--- config.mk ---
export PLATFORM = sky130hd
export DESIGN_NAME = sme_ram
export DESIGN_NICKNAME = d
export VERILOG_FILES = /design/src/rtl/core/sme_pkg.sv /design/src/rtl/core/sme_ram.sv
export SDC_FILE = /design/constraint.sdc
export NUM_CORES = 2
export LEC_CHECK = 0
export BUFFER_PORTS_ARGS = -buffer_cell sky130_fd_sc_hd__buf_2
export CORE_UTILIZATION = 54
export CTS_CLUSTER_SIZE = 16
export DETAILED_ROUTE_END_ITERATION = 8
export GPL_TIMING_DRIVEN = 0
export HOLD_SLACK_MARGIN = 0.03
export PLACE_DENSITY = 0.7
export SYNTH_ARGS = -nofsm -noshare
export SYNTH_HDL_FRONTEND = slang
export SYNTH_SLANG_ARGS = --single-unit
--- constraint.sdc ---
create_clock -name clk_i -period 5.2 [get_ports clk_i]
set_clock_uncertainty 0.05 [all_clocks]
set_input_delay 0.26 -clock clk_i [delete_from_list [all_inputs] [get_ports clk_i]]
set_output_delay 0.26 -clock clk_i [all_outputs]
set_load 0.02 [all_outputs]
--- src/rtl/core/sme_pkg.sv ---
`timescale 1ns / 1ps
package sme_pkg;

  localparam int unsigned StackDepth = 128;
  localparam int unsigned VarDepth   = 128;
  localparam int unsigned ProgDepth  = 256;
  localparam int unsigned SpW  = $clog2(StackDepth + 1);
  localparam int unsigned SaW  = $clog2(StackDepth);
  localparam int unsigned VaW  = $clog2(VarDepth);
  localparam int unsigned PcW  = $clog2(ProgDepth);

  typedef enum logic [3:0] {
    OP_PUSHA = 4'd0, OP_PUSHC = 4'd1, OP_BINOP = 4'd2, OP_NEG = 4'd3,
    OP_DEREF = 4'd4, OP_STORE = 4'd5, OP_JZ = 4'd6, OP_JMP = 4'd7,
    OP_WRITE = 4'd8, OP_DUP = 4'd9, OP_STOP = 4'd10
  } opcode_e;

  typedef enum logic [3:0] {
    BO_ADD = 4'd0, BO_SUB = 4'd1, BO_MUL = 4'd2, BO_DIV = 4'd3, BO_EQ = 4'd4,
    BO_NE = 4'd5, BO_LT = 4'd6, BO_GT = 4'd7, BO_LE = 4'd8, BO_GE = 4'd9
  } binop_e;

  typedef enum logic [2:0] {
    ST_OK = 3'd0, ST_HALT = 3'd1, ST_OVER = 3'd2, ST_UNDER = 3'd3,
    ST_DIVZ = 3'd4, ST_ADDR = 3'd5, ST_BAD = 3'd6
  } status_e;

  typedef enum logic [3:0] {
    S_IDLE, S_RD1, S_RD2, S_WAIT, S_EXEC, S_ALU, S_VRD, S_VWAIT, S_FIN, S_CLR, S_OUT
  } state_e;

  // request to the shared ALU
  typedef struct packed {
    logic        start;
    binop_e      op;
    logic [31:0] a;
    logic [31:0] b;
  } alu_req_t;

  typedef struct packed {
    logic        done;
    logic [31:0] res;
  } alu_rsp_t;

endpackage

--- src/rtl/core/sme_ram.sv ---
`timescale 1ns / 1ps
module sme_ram import sme_pkg::*; #(
  parameter int unsigned Depth = 128,
  parameter int unsigned AddrW = $clog2(Depth)
) (
  input  logic             clk_i,
  input  logic             we_i,
  input  logic [AddrW-1:0] waddr_i,
  input  logic [31:0]      wdata_i,
  input  logic [AddrW-1:0] raddr_i,
  output logic [31:0]      rdata_o
);

  logic [31:0] mem [Depth];

  always_ff @(posedge clk_i) begin
    if (we_i) mem[waddr_i] <= wdata_i;
    rdata_o <= mem[raddr_i];
  end

endmodule

After elaboration in Yosys (flattened, before gate mapping)
Memory sizes are Yosys's and may differ from the RTL's. A register that Yosys moved wholly into a read port is not among the register bits.
Cells that the tools add are included.
{"block": "classes", "mux": 2}
{"cell": "two-way mux 1 bit", "n": 2}
{"block": "word_totals", "regBits": 0, "out_inout_bits": 32, "n_memories": 1, "wordCells": 3, "ram_bits": 4096, "inputBits": 48}
{"memory": "mem", "words": 128, "width": 32, "read_ports": 1, "rd_ports_with_merged_regs": 1, "write_ports": 1, "line_no": "sme_ram.sv:14", "rtl": "logic [31:0] mem [Depth];"}

Logic depth before layout (Yosys ltp)
{"block": "depth", "word_depth": 2, "depth_mapped": 8, "depth_no_buf": 4}

Worst setup path after synthesis
No wires, ideal clock.
{"block": "synth_path", "path_kind": "input to register", "start": "in we_i", "end": "mem mem[98][0] (enable)", "stages": 3, "setup_slack_ns": 1.651, "required_ns": 4.689, "t_arrival_ns": 3.038, "path_cell_list": "clkbuf_1 -> nand4_1 -> nor3_1"}
{"block": "synth_via", "elab_chain_len": 2}
{"element": "start, declared", "line_no": "sme_ram.sv:7", "rtl": "input logic we_i,"}
{"element": "two-way mux 1 bit", "line_no": "sme_ram.sv:17", "rtl": "if (we_i) mem[waddr_i] <= wdata_i;"}
{"element": "two-way mux 1 bit (implied by the code)", "line_no": "sme_ram.sv:17"}
{"element": "end, declared", "line_no": "sme_ram.sv:14"}
Every way passes these cells.

==> flow_metrics.tcl <==
set metrics [dict create \
    outcome "complete, but fails checks" \
    violations "design-rule violations, max-capacitance violations" \
    hold_viol_final 0 \
    grt_max_degree 96 \
    worstMarginPinSlew_ns 1.50 \
    ctsHoldBuffers 35 \
    slowest_stage "buf_1" \
    synthTopCellsByArea "edfxtp_1 (79%), mux4_2 (19%), clkbuf_1 (0.44%), dfxtp_1 (0.41%), nor2_1 (0.29%)" \
    cp_common_cell "mux4_2" \
    numCtsBuffers 406 \
    yosysTopAreaCell "edfxtp_1" \
    synth_compound_area_share_pct 0 \
    maxSlewHeadroom_pct 0.0447 \
    cts_tree "yes" \
    clock-sinks 4128 \
    cts_resized 0 \
    crit_fanout 10 \
    grt_use_total_pct 29.2 \
    cts_setup_buffers 0 \
    fin_crit_sh_pct 85.1 \
    syn_area_per_cell_sq_um 26.1 \
    synth.area.mux_share_pct 19.6 \
    final_core_util_pct 62.5 \
    dieHeight_um 540 \
    power.total_mw 69.9 \
    grt-ovfl-total 0 \
    synth_top_area_share_pct 78.7 \
    drtPass1Iterations 9 \
    seqCellArea_sq_um 124000 \
    clk_pin_slew_ns 0.07 \
    drv_cap 1 \
    fmax_mhz 226 \
    setup_violations 0 \
    avgViaCountPerCell 6.75 \
    clockBufferDepth 4 \
    slew_violations 0 \
    core.rowCount 197 \
    dieArea_sq_um 292000 \
    synth_edf_count 4096 \
    synth-simple-area-share_pct 0.446 \
    drc 2 \
    synth_common_cells "edfxtp_1 (4096), mux4_2 (1344), clkbuf_1 (182)" \
    synthCells 5990 \
    worstReg2RegStart "mem[61][26]$_DFFE_PP_" \
    wire_per_inst_um 38.8 \
    cp.required_ns 5.96 \
    ant_nets 0 \
    wirelength_mm 421 \
    synth-seq-cells 4128 \
    clkLatencyLatePin_ns 1.00 \
    endpoint_kind "flip-flop" \
    cpPeakStageDelay_ns 1.01 \
    ys_warn_count 0 \
    r2r_cells 4 \
    rsz0062_at_grt "no" \
    p_leak_nw 55.2 \
    die_w_um 540 \
    port_buffers 68 \
    vias 73300 \
    final_nets 6737 \
    h-tree-depth 5 \
    synthAdderAreaFrac_pct 0 \
    hold_depth 3 \
    synthDistinctLibCells 17 \
    synth-main-ff-cell "edfxtp_1" \
    start_util_pct 54.3 \
    grt_pass1_vias 72700 \
    synthesis.nets 6038 \
    irDropWorstVdd_mv 0.323 \
    r2r_slack_ns 2.38 \
    yosysMostFrequentCell "edfxtp_1" \
    hp-class "in -> reg" \
    worst-path-buf-inv 4 \
    netlist_area_sq_um 156000 \
    hold_end "mem[99][30]$_DFFE_PP_" \
    drive_gt1_share_pct 34.9 \
    synth-seq-area-share_pct 79.1 \
    criticalPathCategory "in -> reg" \
    tns_ns 0 \
    async_flop_share_pct 0 \
    path_delay_family "buffers and inverters" \
    drt_iter0_markers 12800 \
    core-area_sq_um 288000 \
    crit_arrival_ns 5.19 \
    syn_to_final_growth_pct 15.2 \
    reg2reg_to "rdata_o[26]$_DFF_P_" \
    antenna_found_initial 75 \
    period_needed_ns 4.42 \
    nFillCells 18300 \
    crit_path_start_kind "input port" \
    synth_xor_area_share_pct 0 \
    place.gp.congestion 0.923 \
    grt_pass1_wl_mm 583 \
    clock-root-buffer "clkbuf_16" \
    power_density_nw_per_um2 388 \
    crit_path_cell_trace "clkbuf_1, buf_2, clkbuf_2, buf_1, mux4_2, mux4_2, mux4_2, mux2_2" \
    synth_top_family_by_area "multiplexers" \
    holdCritStartpoint "waddr_i[0]" \
    io_pins 80 \
    dp_hpwl_mm 274 \
    multi_input_area_sq_um 32300 \
]
==> per-stage QoR <==
step	worst slack (ns)	hold WS [ns]	std cells	cell area (sq um)
floorplan	1.65	0.309	5990	156000
global placement	-1.67	0.630	9839	161000
detailed placement	-0.0863	0.625	10000	166000
CTS	0.867	0.112	10800	180000
global route	0.806	0.189	10800	180000
finish	0.776	0.195	10900	180000
==> how the worst max path moves through the flow <==
stage,from,to,slack [ns],cells after the start
5_1_grt,raddr_i[2],rdata_o[27]$_DFF_P_,0.81,8
3_3_place_gp,waddr_i[3],mem[78][16]$_DFFE_PP_,-1.67,4
3_5_place_dp,raddr_i[2],rdata_o[4]$_DFF_P_,-0.09,8
2_1_floorplan,we_i,mem[98][0]$_DFFE_PP_,1.65,3
6_report,raddr_i[2],rdata_o[4]$_DFF_P_,0.78,8
4_1_cts,raddr_i[2],rdata_o[4]$_DFF_P_,0.87,8
==> cell usage in the layout, fill, tap and decap left out, types with 10 or more instances in the layout <==
cell type	count
nor2_4	119
dfxtp_1	32
clkinv_1	80
diode_2	47
clkinv_4	10
clkbuf_2	24
clkbuf_16	410
buf_16	49
clkinv_2	82
mux2_2	32
dlygate4sd3_1	35
buf_12	108
buf_6	26
buf_1	47
mux4_2	1344
buf_4	35
bufinv_16	38
nand2_1	14
nand3_1	12
clkinvlp_4	16
buf_2	117
clkbuf_1	244
edfxtp_1	4096
==> final cells by class <==
type                       count  share of cell area (%)
antenna                       47                  0.0654
buffer                       316                   0.747
clock buffer                 497                    5.89
clock inverter               255                    1.45
multi-input combinational   1546                    17.9
sequential                  4128                    68.7
tap                         3781                    2.63
timing repair buffer         291                    2.59
==> sequential cells by signal, summed over array words and instances, names as in the netlist <==
name     cells
rdata_o     32
mem       4096
==> report_power, final <==
group / internal (mW) / switching, mW / leakage [nW]
Clock: 16.5 / 12.7 / 6.43
Sequential: 36.7 / 0.0430 / 37.1
Combinational: 1.43 / 2.54 / 11.6
==> routing by layer <==
metal,up-vias,GRT usage (%),wire length (um)
met4,34,15.6,26800
li1,27900,-,-
met2,5127,44.6,198000
met3,907,6.58,48900
met5,-,0,425
met1,39300,39.9,148000
==> kinds of logic after synthesis <==
group,Yosys count
and+or+nand+nor,170
muxes,1376
DFF,4128
buffers and inverters,316
==> worst min-delay path, stage by stage <==
cell	delay, ns
clkbuf_1	0.20
nand2_1	0.32
nor2_4	0.21
(Power assumes the default switching activity.)
