### src/rtl/core/sme_pkg.sv
`timescale 1ns / 1ps
package sme_pkg;

  localparam int unsigned StackDepth = 128;
  localparam int unsigned VarDepth   = 128;
  localparam int unsigned ProgDepth  = 256;
  localparam int unsigned SpW  = $clog2(StackDepth + 1);
  localparam int unsigned SaW  = $clog2(StackDepth);
  localparam int unsigned VaW  = $clog2(VarDepth);
  localparam int unsigned PcW  = $clog2(ProgDepth);

  typedef enum logic [3:0] {
    OP_PUSHA = 4'd0, OP_PUSHC = 4'd1, OP_BINOP = 4'd2, OP_NEG = 4'd3,
    OP_DEREF = 4'd4, OP_STORE = 4'd5, OP_JZ = 4'd6, OP_JMP = 4'd7,
    OP_WRITE = 4'd8, OP_DUP = 4'd9, OP_STOP = 4'd10
  } opcode_e;

  typedef enum logic [3:0] {
    BO_ADD = 4'd0, BO_SUB = 4'd1, BO_MUL = 4'd2, BO_DIV = 4'd3, BO_EQ = 4'd4,
    BO_NE = 4'd5, BO_LT = 4'd6, BO_GT = 4'd7, BO_LE = 4'd8, BO_GE = 4'd9
  } binop_e;

  typedef enum logic [2:0] {
    ST_OK = 3'd0, ST_HALT = 3'd1, ST_OVER = 3'd2, ST_UNDER = 3'd3,
    ST_DIVZ = 3'd4, ST_ADDR = 3'd5, ST_BAD = 3'd6
  } status_e;

  typedef enum logic [3:0] {
    S_IDLE, S_RD1, S_RD2, S_WAIT, S_EXEC, S_ALU, S_VRD, S_VWAIT, S_FIN, S_CLR, S_OUT
  } state_e;

  // request to the shared ALU
  typedef struct packed {
    logic        start;
    binop_e      op;
    logic [31:0] a;
    logic [31:0] b;
  } alu_req_t;

  typedef struct packed {
    logic        done;
    logic [31:0] res;
  } alu_rsp_t;

endpackage

### src/rtl/core/sme_alu.sv
`timescale 1ns / 1ps
module sme_alu import sme_pkg::*; (
  input  logic     clk_i,
  input  logic     rst_ni,
  input  alu_req_t req_i,
  output alu_rsp_t rsp_o
);

  logic [31:0] a_q, a_d, b_q, b_d, rem_q, rem_d, quo_q, quo_d, res_q, res_d;
  logic [5:0]  cnt_q, cnt_d;
  logic        busy_q, busy_d, done_q, done_d, neg_q, neg_d;
  logic [32:0] trial;
  logic [31:0] rsh;
  logic [31:0] prod;

  assign trial = {rem_q, a_q[31]} - {1'b0, b_q};
  assign prod  = req_i.a * req_i.b;

  always_comb begin
    a_d = a_q; b_d = b_q; rem_d = rem_q; quo_d = quo_q; res_d = res_q;
    cnt_d = cnt_q; busy_d = busy_q; done_d = 1'b0; neg_d = neg_q;
    rsh = 32'd0;
    if (req_i.start) begin
      done_d = 1'b1;
      case (req_i.op)
        BO_ADD: res_d = req_i.a + req_i.b;
        BO_SUB: res_d = req_i.a - req_i.b;
        BO_MUL: res_d = prod;
        BO_EQ:  res_d = {31'd0, req_i.a == req_i.b};
        BO_NE:  res_d = {31'd0, req_i.a != req_i.b};
        BO_LT:  res_d = {31'd0, $signed(req_i.a) <  $signed(req_i.b)};
        BO_GT:  res_d = {31'd0, $signed(req_i.a) >  $signed(req_i.b)};
        BO_LE:  res_d = {31'd0, $signed(req_i.a) <= $signed(req_i.b)};
        BO_GE:  res_d = {31'd0, $signed(req_i.a) >= $signed(req_i.b)};
        BO_DIV: begin
          // restoring division on magnitudes, one quotient bit a cycle
          done_d = 1'b0;
          busy_d = 1'b1;
          a_d    = req_i.a[31] ? (32'd0 - req_i.a) : req_i.a;
          b_d    = req_i.b[31] ? (32'd0 - req_i.b) : req_i.b;
          neg_d  = req_i.a[31] ^ req_i.b[31];
          rem_d  = 32'd0;
          quo_d  = 32'd0;
          cnt_d  = 6'd0;
        end
        default: res_d = 32'd0;
      endcase
    end else if (busy_q) begin
      a_d = {a_q[30:0], 1'b0};
      if (!trial[32]) begin
        rem_d = trial[31:0];
        quo_d = {quo_q[30:0], 1'b1};
      end else begin
        rem_d = {rem_q[30:0], a_q[31]};
        quo_d = {quo_q[30:0], 1'b0};
      end
      cnt_d = cnt_q + 6'd1;
      if (cnt_q == 6'd31) begin
        busy_d = 1'b0;
        done_d = 1'b1;
        rsh    = quo_d;
        res_d  = neg_q ? (32'd0 - rsh) : rsh;
      end
    end
  end

  always_ff @(posedge clk_i or negedge rst_ni) begin
    if (!rst_ni) begin
      busy_q <= 1'b0;
      done_q <= 1'b0;
      cnt_q  <= 6'd0;
    end else begin
      busy_q <= busy_d;
      done_q <= done_d;
      cnt_q  <= cnt_d;
    end
  end

  always_ff @(posedge clk_i) begin
    a_q <= a_d; b_q <= b_d; rem_q <= rem_d; quo_q <= quo_d;
    res_q <= res_d; neg_q <= neg_d;
  end

  assign rsp_o = '{done: done_q, res: res_q};

endmodule

### config.mk
export PLATFORM = sky130hd
export DESIGN_NAME = sme_alu
export DESIGN_NICKNAME = d
export VERILOG_FILES = /design/src/rtl/core/sme_pkg.sv /design/src/rtl/core/sme_alu.sv
export SDC_FILE = /design/constraint.sdc
export NUM_CORES = 2
export LEC_CHECK = 0
export BUFFER_PORTS_ARGS = -buffer_cell sky130_fd_sc_hd__buf_2
export CAP_MARGIN = 20
export CORE_MARGIN = 2
export CORE_UTILIZATION = 28
export CTS_CLUSTER_SIZE = 30
export DETAILED_ROUTE_END_ITERATION = 8
export HOLD_SLACK_MARGIN = 0.15
export SKIP_CTS_REPAIR_TIMING = 1
export SLEW_MARGIN = 10
export SYNTH_ARGS = -nofsm -noshare
export SYNTH_HDL_FRONTEND = slang
export SYNTH_SLANG_ARGS = --single-unit
### constraint.sdc
create_clock -name clk_i -period 12.5 [get_ports clk_i]
set_input_delay 1.875 -clock clk_i [delete_from_list [all_inputs] [get_ports clk_i]]
set_output_delay 1.875 -clock clk_i [all_outputs]
set_load 0.01 [all_outputs]
**Word level (Yosys, flattened, before mapping)**

Index checks and enable logic that the tools add are counted.

- Output and inout port bits: 33
- Word-level logic and storage cells: 73
- Input bits: 71
- Bits in registers: 168

- Bitwise operators: 1
- Multiplexer cells: 30
- $mul: 1
- Equality and inequality tests: 14
- Order comparisons: 4
- $add $sub $neg: 7
- Reductions and logical operators: 6

Operator list:

| cell | count |
|---|---|
| two-way mux 32 bit | 14 |
| one-hot mux 32 bit (10 select lines) | 1 |
| subtractor 1 x 32 -> 32 bit (first input constant) | 3 |
| two-way mux 31 bit | 3 |
| subtractor 33 x 32 -> 33 bit | 1 |
| adder 32 bit | 1 |
| == test 32 bit | 1 |
| greater-or-equal comparator 32 bit | 1 |
| > comparator 32 bit | 1 |
| <= comparator 32 bit | 1 |
| < comparator 32 bit | 1 |
| multiplier 32 x 32 -> 32 bit | 1 |
| != test 32 bit | 1 |
| subtractor 32 bit | 1 |
| two-way mux 6 bit | 3 |
| == test 4 x 3 -> 1 bit (second input constant) | 4 |
| two-way mux 1 bit | 9 |
| == test 4 x 2 -> 1 bit (second input constant) | 2 |
| == test 4 bit (second input constant) | 2 |
| adder 6 x 1 -> 6 bit (second input constant) | 1 |
| == test 6 x 5 -> 1 bit (second input constant) | 1 |
| == test 4 x 1 -> 1 bit (second input constant) | 1 |
| zero test 4 bit | 1 |
| AND reduction 2 bit | 2 |
| other kinds (5) | 6 |

**Longest topological paths before layout**

- Word-level depth: 9
- Depth in mapped cells: 28

**Worst setup path before layout**

OpenSTA, ideal clock, no wires.

- Path type: input port to flip-flop
- From: input req_i[48] in the netlist's numbering
- To: register res_q[30], data pin
- Path buffers: 2
- Arrival time: 8.580 ns
- Slack: 3.651 ns
- Setup time: 0.270 ns
- Stages: 23
- Data required time: 12.230 ns
- Cell sequence: clkbuf_1 -> clkbuf_1 -> and2_1 -> fa_1 -> fa_1 -> fa_1 -> inv_1 -> fa_1 -> inv_1 -> fa_1 -> fa_1 -> fa_1 -> fa_1 -> ha_1 -> a211oi_1 -> o21bai_1 -> and2_1 -> or3_1 -> o41ai_1 -> o21ai_0 -> xor2_1 -> a22oi_1 -> o21ai_0

- Cells in the longest elaborated chain, start to end: 3

RTL lines:

| item | RTL line | text |
|---|---|---|
| start: declaration | sme_alu.sv:5 | `input alu_req_t req_i,` |
| multiplier 32 x 32 -> 32 bit, or another cell as far along | sme_alu.sv:17 | `assign prod = req_i.a * req_i.b;` |
| one-hot mux 32 bit (10 select lines) (*) | sme_alu.sv:25 | `case (req_i.op)` |
| two-way mux 32 bit (*) | sme_alu.sv:23 | `if (req_i.start) begin` |
| net res_d[30] | sme_alu.sv:9 | `logic [31:0] a_q, a_d, b_q, b_d, rem_q, rem_d, quo_q, quo_d, res_q, res_d;` |
| end signal: assignment | sme_alu.sv:81 | `res_q <= res_d; neg_q <= neg_d;` |
| end: declaration | sme_alu.sv:9 |  |

Mark *: on every way through the listed nets, which the timed path passes. The rest lies on a longest branch.
A chain may end at the register's enable or synchronous reset.

**Worst setup path after layout**

- From: input req_i[8] in the netlist's numbering
- To: register res_q[30], data pin

Same word-level chain as after synthesis.

==> impl_results.md <==
* Status: completed
* First DRT Iteration DRCs at ~2300
* Nets at slightly below 4000
* WL/cell at slightly below 20 um
* Num rows at about 120
* CTS tree: built
* Reg2Reg Setup Slack at ~7700 ps
* Area leader, netlist: fa_1
* Initial Util at 0.282
* Average cell area after synthesis at 8.92 sq um
* Final setup vio count at 0
* Sequential fraction of the synthesis area at 0.171
* Clk_lat worst skew at roughly 460 ps
* Fin. Hold Viols at 0
* Synth area leaders: fa_1 (28%), edfxtp_1 (16%), ha_1 (9.5%), inv_1 (6.2%), and2_1 (5.5%)
* Max-slew violation count at 0
* Synthesized flop and latch total at between 150 and 200
* Area occupied by multi-input gates at between 20000 and 25000 sq um
* First-pass GRT wire length at 143000 um
* Element type at the critical path start: input pin
* GRT Util Overall at 0.173
* Fmax at approximately 110 MHz
* Routed wire length at just over 90000 um
* Clock slew at reported path FFs at roughly 90 ps
* Largest net degree at the start of global routing at 70
* Ys Warns at 0
* Worst Path Arrival at ~9600 ps
* Critical-path maximum fanout at 27
* CTS sink cnt at about 170
* Crit path required time at 12700 ps
* CTS Buffer Depth at 2
* Total CTS buffers at 17
* Synth top area share at 0.282
* FF+latch area at roughly 5000 sq um
* Maximum capacitance violations at 0
* Primary FF master, synth: edfxtp_1
* GPL Wtd Cong at slightly above 0.9
* First-pass DRT Iterations at 6
* Final period util at 0.755
* DIE HEIGHT at between 300 and 400 um
* I/O pin count at between 100 and 150
* Element type at the critical path end: flip-flop
* Hold Path Class: flip-flop to flip-flop
* Input/output buffers at slightly above 100
* RSZ-0062 raised after global routing: false
* Vias in the first global route at roughly 23000
* Area growth syn-to-layout at 8.34%
* Synth Instances at approximately 3300
* Share of post-route cells with drive strength above 1 at 0.0625
* Final antenna-violating net count at 0
* Count of cell types in the netlist at 80
* Initial antenna violation count at 22
* Core footprint at 103000 sq um
* H-tree depth at 4
* Most frequent CP cell: fa_1
* Async SR Flop Fraction at 0.0476
* Post-Syn Nets at about 4000
* Final HPWL DP at approximately 70000 um
* Crit path kind: input pin to flip-flop
* Ant. Diodes at 0
* Worst-Margin Slew at 995 ps
* Clock Skews at roughly 19 ps
* CP max stage delay at between 600 and 700 ps
* Number of synthesized flops with an enable pin at 160
* DIE AREA at 107000 sq um
* Vias/cell at 4.99
* Max-slew headroom at 0.337
* DR vias at between 20000 and 25000
* CP max-delay cell: a2111oi_0
* Die Span X at between 300 and 400 um
* Synthesized area at 29200 sq um
* Root Driver: clkbuf_16
* Residual DRC at 0
* Remaining Overflow, GRT at 0
* Min Tclk post-route at 9440 ps
* Fill count at 10900
* Setup_tns at 0 ps
## per-layer routing
layer | up-vias | GRT usage | share of wire
li1 | 10600 | - | -
met1 | 11600 | 0.243 | 0.44
met2 | 860 | 0.271 | 0.44
met3 | 139 | 0.0311 | 0.085
met4 | 36 | 0.0501 | 0.028
met5 | - | 0 | 0.0022
## path summary, 6_finish.rpt
path,from,endpoint,depth (start not counted)
setup reg to reg,a_q[31]$_DFFE_PP_,res_q[12]$_DFFE_PP_,19
hold / removal,cnt_q[0]$_DFFE_PN0P_,cnt_q[0]$_DFFE_PN0P_,1
max in group asynchronous,rst_ni,cnt_q[5]$_DFFE_PN0P_,1
min in group asynchronous,rst_ni,busy_q$_DFFE_PN0P_,1
hold reg to reg,cnt_q[0]$_DFFE_PN0P_,cnt_q[0]$_DFFE_PN0P_,1
setup / recovery,req_i[8],res_q[30]$_DFFE_PP_,25
## cell type report
type | instances | area share
Clock buffer | 17 | 0.0134
Clock inverter | 15 | 0.00612
Inverter | 490 | 0.0582
Multi-Input combinational cell | 2443 | 0.687
Sequential cell | 168 | 0.158
Tap cell | 1380 | 0.0545
Timing Repair Buffer | 130 | 0.0228
## sequential cells by signal, indices dropped and copies added (netlist names)
| name | count |
|---|---|
| done_q | 1 |
| a_q | 32 |
| neg_q | 1 |
| quo_q | 31 |
| busy_q | 1 |
| rem_q | 32 |
| b_q | 32 |
| res_q | 32 |
| cnt_q | 6 |
## through the flow
stage                util  hold slack (ps)  std cells  area, sq um  setup slack [ps]
floorplan               -              489       3277        29200              3650
global placement    0.300              514       4611        31000              2510
detailed placement  0.300              523       4611        31000              2570
CTS                 0.306              538       4643        31700              3050
global route        0.306              584       4643        31700              2650
finish              0.306              538       4643        31700              3060
## synth_stat cells, types with 37 or more instances
| library cell | n |
|---|---|
| a21oi_1 | 164 |
| and2_1 | 257 |
| clkbuf_1 | 159 |
| edfxtp_1 | 160 |
| fa_1 | 411 |
| ha_1 | 222 |
| inv_1 | 482 |
| nand2_1 | 352 |
| nor2_1 | 198 |
| nor2b_1 | 47 |
| o21ai_0 | 100 |
| o31ai_1 | 37 |
| xnor2_1 | 142 |
| xor2_1 | 85 |
## worst max-delay path: cells and delay by family
kind / cells / cell delay (ps)
compound gates: 6 / 1850
buf+inv: 6 / 1190
simple gates: 2 / 270
fa+ha+maj: 10 / 4250
xor+xnor: 1 / 190
## kinds of logic (layout without fill, tap and decap cells)
group,Yosys count,after routing,share of synthesized area
and+or+nand+nor,1038,1038,0.176
adders and majority gates,633,633,0.377
muxes,14,14,0.00488
buffers and inverters,666,652,0.0860
xor gates and xnor gates,227,227,0.0680
AOI/OAI and AO/OA,531,531,0.117
DFF,168,168,0.171
## layout by cell type, fill, tap and decap left out, types with 11 or more instances in the layout
master,synthesis,layout
a211oi_1,23,23
a21o_1,32,32
a21oi_1,164,164
a22oi_1,12,12
a31oi_1,11,11
and2_1,257,257
and3_1,11,11
buf_2,1,102
buf_4,2,28
clkbuf_16,0,17
edfxtp_1,160,160
fa_1,411,411
ha_1,222,222
inv_1,482,482
mux2i_1,12,12
nand2_1,352,351
nand2b_1,18,18
nand3_1,26,26
nand4_1,18,18
nor2_1,198,198
nor2b_1,47,47
nor3_1,26,26
nor4_1,13,13
o211ai_1,12,12
o21a_1,13,13
o21ai_0,100,100
o21bai_1,19,19
o22ai_1,20,19
o31ai_1,37,37
o41ai_1,17,17
or2_2,11,11
or3_1,27,27
xnor2_1,142,142
xor2_1,85,84
Power is left out: the tool's default activity adds up to more than one toggle a clock period on the data nets, which glitch-free logic cannot reach.
